$ cat config.mk
export PLATFORM = sky130hd
export DESIGN_NAME = oeg_coef_stage
export DESIGN_NICKNAME = d
export VERILOG_FILES = /design/src/rtl/oeg_pkg.sv /design/src/rtl/oeg_coef_stage.sv
export SDC_FILE = /design/constraint.sdc
export NUM_CORES = 2
export LEC_CHECK = 0
export ABC_AREA = 1
export ABC_CLOCK_PERIOD_IN_PS = 4550
export BUFFER_PORTS_ARGS = -buffer_cell sky130_fd_sc_hd__buf_2
export CELL_PAD_IN_SITES_DETAIL_PLACEMENT = 1
export CELL_PAD_IN_SITES_GLOBAL_PLACEMENT = 1
export CORE_AREA = 5 5 622 624
export DETAILED_ROUTE_END_ITERATION = 7
export DIE_AREA = 0 0 627 629
export PLACE_DENSITY = 0.63
export SYNTH_ARGS = -nofsm -noshare
export SYNTH_HDL_FRONTEND = slang
export SYNTH_SLANG_ARGS = --single-unit
$ cat constraint.sdc
create_clock -name clock -period 4.55 [get_ports clock]
set_clock_uncertainty 0.2 [all_clocks]
set_input_delay 0.2275 -clock clock [delete_from_list [all_inputs] [get_ports clock]]
set_output_delay 0.2275 -clock clock [all_outputs]
set_load 0.03 [all_outputs]
$ cat src/rtl/oeg_pkg.sv
// ----------------------------------------------------------------------------
// oeg_pkg
// Shared widths, constants and word types of the orientation error gradient.
// ----------------------------------------------------------------------------
`default_nettype none

package oeg_pkg;

   // external field widths
   localparam int IN_W       = 16;
   localparam int OUT_W      = 24;
   localparam int FRAC_SHIFT = 28;

   // internal widths, sized to the value ranges of each stage
   localparam int QP_W  = 32;                  // q*q and q*r products, Q28
   localparam int FC_W  = 34;                  // objective coefficients, Q28
   localparam int JT_W  = 35;                  // Jacobian entries, Q28
   localparam int FP_W  = FC_W + IN_W;         // coefficient times reference, Q42
   localparam int F_W   = 52;                  // objective sum, Q42
   localparam int E_W   = F_W - FRAC_SHIFT;    // rounded error, Q14
   localparam int GP_W  = JT_W + E_W;          // Jacobian times error, Q42
   localparam int ACC_W = GP_W + 2;            // gradient sum, Q42
   localparam int RND_W = ACC_W - FRAC_SHIFT;  // rounded gradient, Q14

   // register stages from an accepted word to its result
   localparam int LATENCY = 6;

   // 1.0 in Q28
   localparam logic signed [JT_W-1:0] ONE_Q28 = JT_W'(1) << FRAC_SHIFT;

   typedef logic [2:0][IN_W-1:0] vec3_type;

   typedef struct packed {
      logic signed [IN_W-1:0] quat_w;
      logic signed [IN_W-1:0] quat_x;
      logic signed [IN_W-1:0] quat_y;
      logic signed [IN_W-1:0] quat_z;
      logic signed [IN_W-1:0] ref_x;
      logic signed [IN_W-1:0] ref_y;
      logic signed [IN_W-1:0] ref_z;
      logic signed [IN_W-1:0] meas_x;
      logic signed [IN_W-1:0] meas_y;
      logic signed [IN_W-1:0] meas_z;
   } req_type;

   typedef struct packed {
      logic signed [OUT_W-1:0] grad_w;
      logic signed [OUT_W-1:0] grad_x;
      logic signed [OUT_W-1:0] grad_y;
      logic signed [OUT_W-1:0] grad_z;
   } rsp_type;

   // stage 1: raw products; qr[i][k] = q_i * r_k with i over w,x,y,z
   typedef struct packed {
      logic [QP_W-1:0] xx;
      logic [QP_W-1:0] yy;
      logic [QP_W-1:0] zz;
      logic [QP_W-1:0] xy;
      logic [QP_W-1:0] xz;
      logic [QP_W-1:0] yz;
      logic [QP_W-1:0] wx;
      logic [QP_W-1:0] wy;
      logic [QP_W-1:0] wz;
      logic [3:0][2:0][QP_W-1:0] qr;
      vec3_type r;
      vec3_type m;
   } prod_type;

   // stage 2: fc[j][k] multiplies r_k in f_j; jt[i][j] is the transposed Jacobian
   typedef struct packed {
      logic [2:0][2:0][FC_W-1:0] fc;
      logic [3:0][2:0][JT_W-1:0] jt;
      vec3_type r;
      vec3_type m;
   } coef_type;

   // stage 4: rounded error and the Jacobian that goes with it
   typedef struct packed {
      logic [2:0][E_W-1:0] e;
      logic [3:0][2:0][JT_W-1:0] jt;
   } err_type;

endpackage

`default_nettype wire

$ cat src/rtl/oeg_coef_stage.sv
// ----------------------------------------------------------------------------
// oeg_coef_stage
// Second stage: objective coefficients and transposed Jacobian entries.
// ----------------------------------------------------------------------------
`default_nettype none

module oeg_coef_stage (
   input  wire logic              clock,
   input  wire logic              reset,
   input  wire logic              up_valid,
   input  wire oeg_pkg::prod_type up_data,
   output logic                   dn_valid,
   output oeg_pkg::coef_type      dn_data
);

   localparam int QP_W = oeg_pkg::QP_W;
   localparam int FC_W = oeg_pkg::FC_W;
   localparam int JT_W = oeg_pkg::JT_W;
   localparam logic signed [JT_W-1:0] ONE = oeg_pkg::ONE_Q28;

   logic signed [JT_W-1:0] xx, yy, zz, xy, xz, yz, wx, wy, wz;
   logic signed [JT_W-1:0] qr [4][3];
   logic signed [JT_W-1:0] fc [3][3];

   oeg_pkg::coef_type coef_in;
   oeg_pkg::coef_type coef_ff;
   logic              valid_ff;

   // widen the products
   always_comb begin
      xx = {{(JT_W-QP_W){up_data.xx[QP_W-1]}}, up_data.xx};
      yy = {{(JT_W-QP_W){up_data.yy[QP_W-1]}}, up_data.yy};
      zz = {{(JT_W-QP_W){up_data.zz[QP_W-1]}}, up_data.zz};
      xy = {{(JT_W-QP_W){up_data.xy[QP_W-1]}}, up_data.xy};
      xz = {{(JT_W-QP_W){up_data.xz[QP_W-1]}}, up_data.xz};
      yz = {{(JT_W-QP_W){up_data.yz[QP_W-1]}}, up_data.yz};
      wx = {{(JT_W-QP_W){up_data.wx[QP_W-1]}}, up_data.wx};
      wy = {{(JT_W-QP_W){up_data.wy[QP_W-1]}}, up_data.wy};
      wz = {{(JT_W-QP_W){up_data.wz[QP_W-1]}}, up_data.wz};
      for (int i = 0; i < 4; i++) begin
         for (int k = 0; k < 3; k++) begin
            qr[i][k] = {{(JT_W-QP_W){up_data.qr[i][k][QP_W-1]}}, up_data.qr[i][k]};
         end
      end
   end

   // rotation matrix of the conjugate quaternion, row j multiplies r
   always_comb begin
      fc[0][0] = ONE - (yy <<< 1) - (zz <<< 1);
      fc[0][1] = (wz + xy) <<< 1;
      fc[0][2] = (xz - wy) <<< 1;
      fc[1][0] = (xy - wz) <<< 1;
      fc[1][1] = ONE - (xx <<< 1) - (zz <<< 1);
      fc[1][2] = (wx + yz) <<< 1;
      fc[2][0] = (wy + xz) <<< 1;
      fc[2][1] = (yz - wx) <<< 1;
      fc[2][2] = ONE - (xx <<< 1) - (yy <<< 1);
   end

   // build the coefficient word; q index w=0 x=1 y=2 z=3, r index x=0 y=1 z=2
   always_comb begin
      for (int j = 0; j < 3; j++) begin
         for (int k = 0; k < 3; k++) begin
            coef_in.fc[j][k] = fc[j][k][FC_W-1:0];
         end
      end
      coef_in.jt[0][0] = (qr[3][1] - qr[2][2]) <<< 1;
      coef_in.jt[0][1] = (qr[1][2] - qr[3][0]) <<< 1;
      coef_in.jt[0][2] = (qr[2][0] - qr[1][1]) <<< 1;
      coef_in.jt[1][0] = (qr[2][1] + qr[3][2]) <<< 1;
      coef_in.jt[1][1] = ((qr[2][0] + qr[0][2]) <<< 1) - (qr[1][1] <<< 2);
      coef_in.jt[1][2] = ((qr[3][0] - qr[0][1]) <<< 1) - (qr[1][2] <<< 2);
      coef_in.jt[2][0] = ((qr[1][1] - qr[0][2]) <<< 1) - (qr[2][0] <<< 2);
      coef_in.jt[2][1] = (qr[3][2] + qr[1][0]) <<< 1;
      coef_in.jt[2][2] = ((qr[3][1] + qr[0][0]) <<< 1) - (qr[2][2] <<< 2);
      coef_in.jt[3][0] = ((qr[1][2] + qr[0][1]) <<< 1) - (qr[3][0] <<< 2);
      coef_in.jt[3][1] = ((qr[2][2] - qr[0][0]) <<< 1) - (qr[3][1] <<< 2);
      coef_in.jt[3][2] = (qr[1][0] + qr[2][1]) <<< 1;
      coef_in.r = up_data.r;
      coef_in.m = up_data.m;
   end

   // advance the valid bit
   always_ff @(posedge clock) begin
      if (reset) begin
         valid_ff <= 1'b0;
      end else begin
         valid_ff <= up_valid;
      end
   end

   // hold the payload
   always_ff @(posedge clock) begin
      if (up_valid) begin
         coef_ff <= coef_in;
      end
   end

   assign dn_valid = valid_ff;
   assign dn_data  = coef_ff;

endmodule

`default_nettype wire

Word level (Yosys, flattened, before mapping)
Index checks and enable logic that the tools add are counted.

operators by class
  multipliers = 0
  add/sub/neg operators = 29
  multiplexer cells = 0
  eq/ne operators = 0
  shifts and indexed selects = 0
  order comparisons = 0
  reduce and logical (&&, ||, !) cells = 0
  div/mod/pow operators = 0
  bitwise gates (word level) = 0

operators by type and width
  operator                count
  $add 32x32->33          9
  $sub 32x32->33          9
  $sub 34x34->35          6
  $sub 34x33->34          3
  $sub 30x33->34 const A  2

word-level totals
  memory bits (read-only) = 0
  bits in latches = 0
  memories kept = 0
  output and inout bits = 823
  word-level logic and storage cells = 57
  RAM bits = 0
  flip-flop bits (word level) = 811

Logic depth before layout (Yosys ltp)
  word-level depth = 2
  gate-level depth with buffers = 25

Least setup slack after synthesis
No wires, ideal clock.

  path kind = input port to flip-flop
  start = in up_data[160] (netlist bit)
  end = reg coef_ff (netlist bit dn_data[264]), data pin
  setup slack = 1452 ps
  setup time = 252 ps
  cell stages on the path = 22
  arrival time = 2646 ps
  required time = 4098 ps
  cell sequence = ha_1 inv_1 fa_1 inv_1 nand2_1 nand2_1 nand2_1 o21bai_1 nand2_1 nand2_1 nand2_1 nand3_1 nand2_1 ha_1 a21oi_1 inv_1 o21ai_0 nand2_1 a21oi_1 nand2_1 nand2_1 nand2_1

RTL lines
  element               line                  RTL
  from (decl)           oeg_coef_stage.sv:11  input wire oeg_pkg::prod_type up_data,
  to (signal assigned)  oeg_coef_stage.sv:95  coef_ff <= coef_in;
  to (decl)             oeg_coef_stage.sv:26  oeg_pkg::coef_type coef_ff;

==> run summary <==
Root Driver = clkbuf_16
Core area = 0.381 mm²
Cell family with most CP delay = buffers and inverters
Metal3 WL = 21.2 mm
Non-filler instance count after layout = 21,500
Setup violations, final = 0
Top Metal Used = met5
Flops & latches, synth = 793
GRT Util Overall = 0.233
Cell with the most instances after synthesis = nand2_1
Sequential cell area fraction in the yosys report = 0.273
Netlist cell types = 46
Worst Tran Pin Value = 878 ps
Hold_sp = up_data[259]
IO Port Bufs = 1,572
Most area-hungry cell type in the Yosys netlist = edfxtp_1
Total Routed Length = 484 mm
Worst setup SP type = input pin
Synth Instances = 13,700
Max clock buf depth = 4
Vias per inst = 4.52
Yosys warns = 0
Fillers = 48,900
Design area = 0.115 mm²
H-tree levels = 3
DIE AREA = 0.394 mm²
Static Leak = 63.2 nW
Vias in the first global route = 99,700
Clock sinks = 793
CP cell instances = dlygate4sd3_1 -> buf_2 -> ha_2 -> dlygate4sd3_1 -> inv_1 -> a21oi_2 -> dlygate4sd3_1 -> nand2_1 -> inv_1 -> nand2_1 -> nand2_1 -> nand2_2 -> nand2_1 -> nand2_1 -> nand2_1 -> dlygate4sd3_1 -> nand2_1 -> dlygate4sd3_1
CTS Buf Count = 113
Critical Path AT = 4910 ps
Unrepaired setup endpoints after global routing = false
Met1 WL = 194 mm
Routed wl met2 = 235 mm
Ys flop type = edfxtp_1
Slowest CP cell = dlygate4sd3_1
Synthesized area = 0.0871 mm²
Placed Cells = 20,300
First-pass GRT wire length = 677 mm
Drt pass-1 iters = 6
Critical path type = input pin to flop
Post-detail-place hpwl = 421 mm
Post-synth ARST share = 0
Synth top area cells = edfxtp_1, nand2_1, ha_1
Hold endpoint = dn_data[276]
Total gr overflow = 0
Worst path most repeated cell = nand2_1
Syn_area_per_cell = 6.36 µm²
Placed Instance Area = 0.101 mm²
Max-slew violations = 0
Final net count = 18,000
Area Growth Syn to Fin = 31.6%
Hold path depth = 5
Layout cells sized above 1 = 0.124
Hold Fails Final Rpt = 0
Die X = 627 µm
Slew HR = 0.415
Vias = 97,300
Crit-path max FO = 6
Residual DRC = 0
Outcome = finished, final reports clean
DR WL/cell = 22.5 µm
Tmin final = 4490 ps
Final RePlAce weighted congestion = 0.948
Maxcap violations = 0
Min-Delay Path Class = input pin to flop
Largest net degree at the start of global routing = 91
Initial Utilization = 0.229
CP bufs+invs = 8
CP required = 4970 ps
CTS clk-pin slew, worst paths = 70 ps
DRT antenna net count = 0
CTS tree = yes
Synth top area share = 0.273
Io pins = 1,594
Detailed Route Iter0 Violations = 5,197
Final worst path period share = 0.987
Max Freq = 223 MHz
Fin Setup TNS = 0 ps
Initial antenna violation count = 113
EDFF count, synth = 792
CP endpoint kind = flop
Commonest cells post-synth = nand2_1, inv_1, nor2_1
Die Y-Extent = 629 µm
VDD IR max = 0.320 mV
Row Count = 227
CP peak stage delay = 690 ps
Total chip power = 39.2 mW
Pwr Density = 342 mW/mm²
[where the power goes]
part | internal, mW | switching [mW]
logic | 5.72 | 13.6
clock network | 5.36 | 3.97
registers | 9.92 | 0.651
total | 21.0 | 18.2
[worst min-delay path: stages]
cell and delay [ps]:
buf_2 170, inv_1 130, ha_1 180, buf_4 130, xor2_1 90
[state kept, by name, indices dropped and copies added, names as in the netlist]
register	count
dn_data	792
dn_valid	1
[cell families after synthesis]
group,after synthesis,share of synthesized area
and+or+nand+nor,7388,0.339
adders and majority gates,923,0.135
xor gates and xnor gates,443,0.0445
AOI/OAI and AO/OA,1289,0.0804
other,1,0.0000431
DFF,793,0.273
buffers and inverters,2869,0.128
[per-stage QoR]
stage | hold slack [ps] | setup slack [ps] | util
4_1_cts | 2.21 | 212 | 0.301
2_1_floorplan | 98.7 | 1450 | -
6_report | 70.4 | 58.8 | 0.301
3_5_place_dp | 194 | 418 | 0.265
3_3_place_gp | 188 | 438 | 0.265
5_1_grt | 54.4 | 41.2 | 0.301
[what timing repair did]
item	4_1_cts	5_1_grt
gates resized for setup	0	3
hold endpoints to repair	830	0
hold buffers	965	0
endpoints found under the setup margin	0	4
setup buffers	0	0
[metal layers]
metal | up-vias | track usage
met5 | - | 0
met4 | 18 | 0.133
met3 | 834 | 0.0284
met2 | 2456 | 0.417
met1 | 46200 | 0.267
li1 | 47800 | -
[cells in the final DEF, fill, tap and decap left out, types with 21 or more instances in the layout]
cell type / instances
ha_1: 895
buf_4: 42
diode_2: 62
o21ai_2: 29
xor2_1: 390
nor2_1: 1250
o21ai_1: 22
xnor2_1: 53
edfxtp_1: 792
nand2_2: 30
nand4_1: 24
clkbuf_16: 114
and3_1: 40
nand3_1: 621
o21bai_1: 95
nor3_1: 126
buf_2: 1571
a21oi_1: 776
dlygate4sd3_1: 965
inv_1: 2744
conb_1: 21
nor2_2: 42
or2_2: 52
nand2_1: 5137
o21a_1: 33
o21ai_0: 295
fa_1: 27
a21o_1: 21
[worst max-delay path by stage]
stage                   end         start  depth (start not counted)
6_report       dn_data[752]  up_data[614]                         18
5_1_grt        dn_data[752]  up_data[614]                         18
4_1_cts        dn_data[752]  up_data[518]                         19
3_5_place_dp   dn_data[268]  up_data[288]                         23
3_3_place_gp   dn_data[268]  up_data[288]                         22
2_1_floorplan  dn_data[264]  up_data[160]                         22
[cell type report]
cell class | instances | area, µm² | share of cell area
flip-flops and latches | 793 | 23800 | 0.208
inverters | 2760 | 10400 | 0.0904
well taps | 5038 | 6300 | 0.0550
diodes | 62 | 155 | 0.00135
repair buffers | 2586 | 18000 | 0.157
clock buffers | 123 | 2890 | 0.0252
clock inverters | 83 | 901 | 0.00786
multi-input cells | 10100 | 52200 | 0.456
Power figures use the tool's default switching activity.
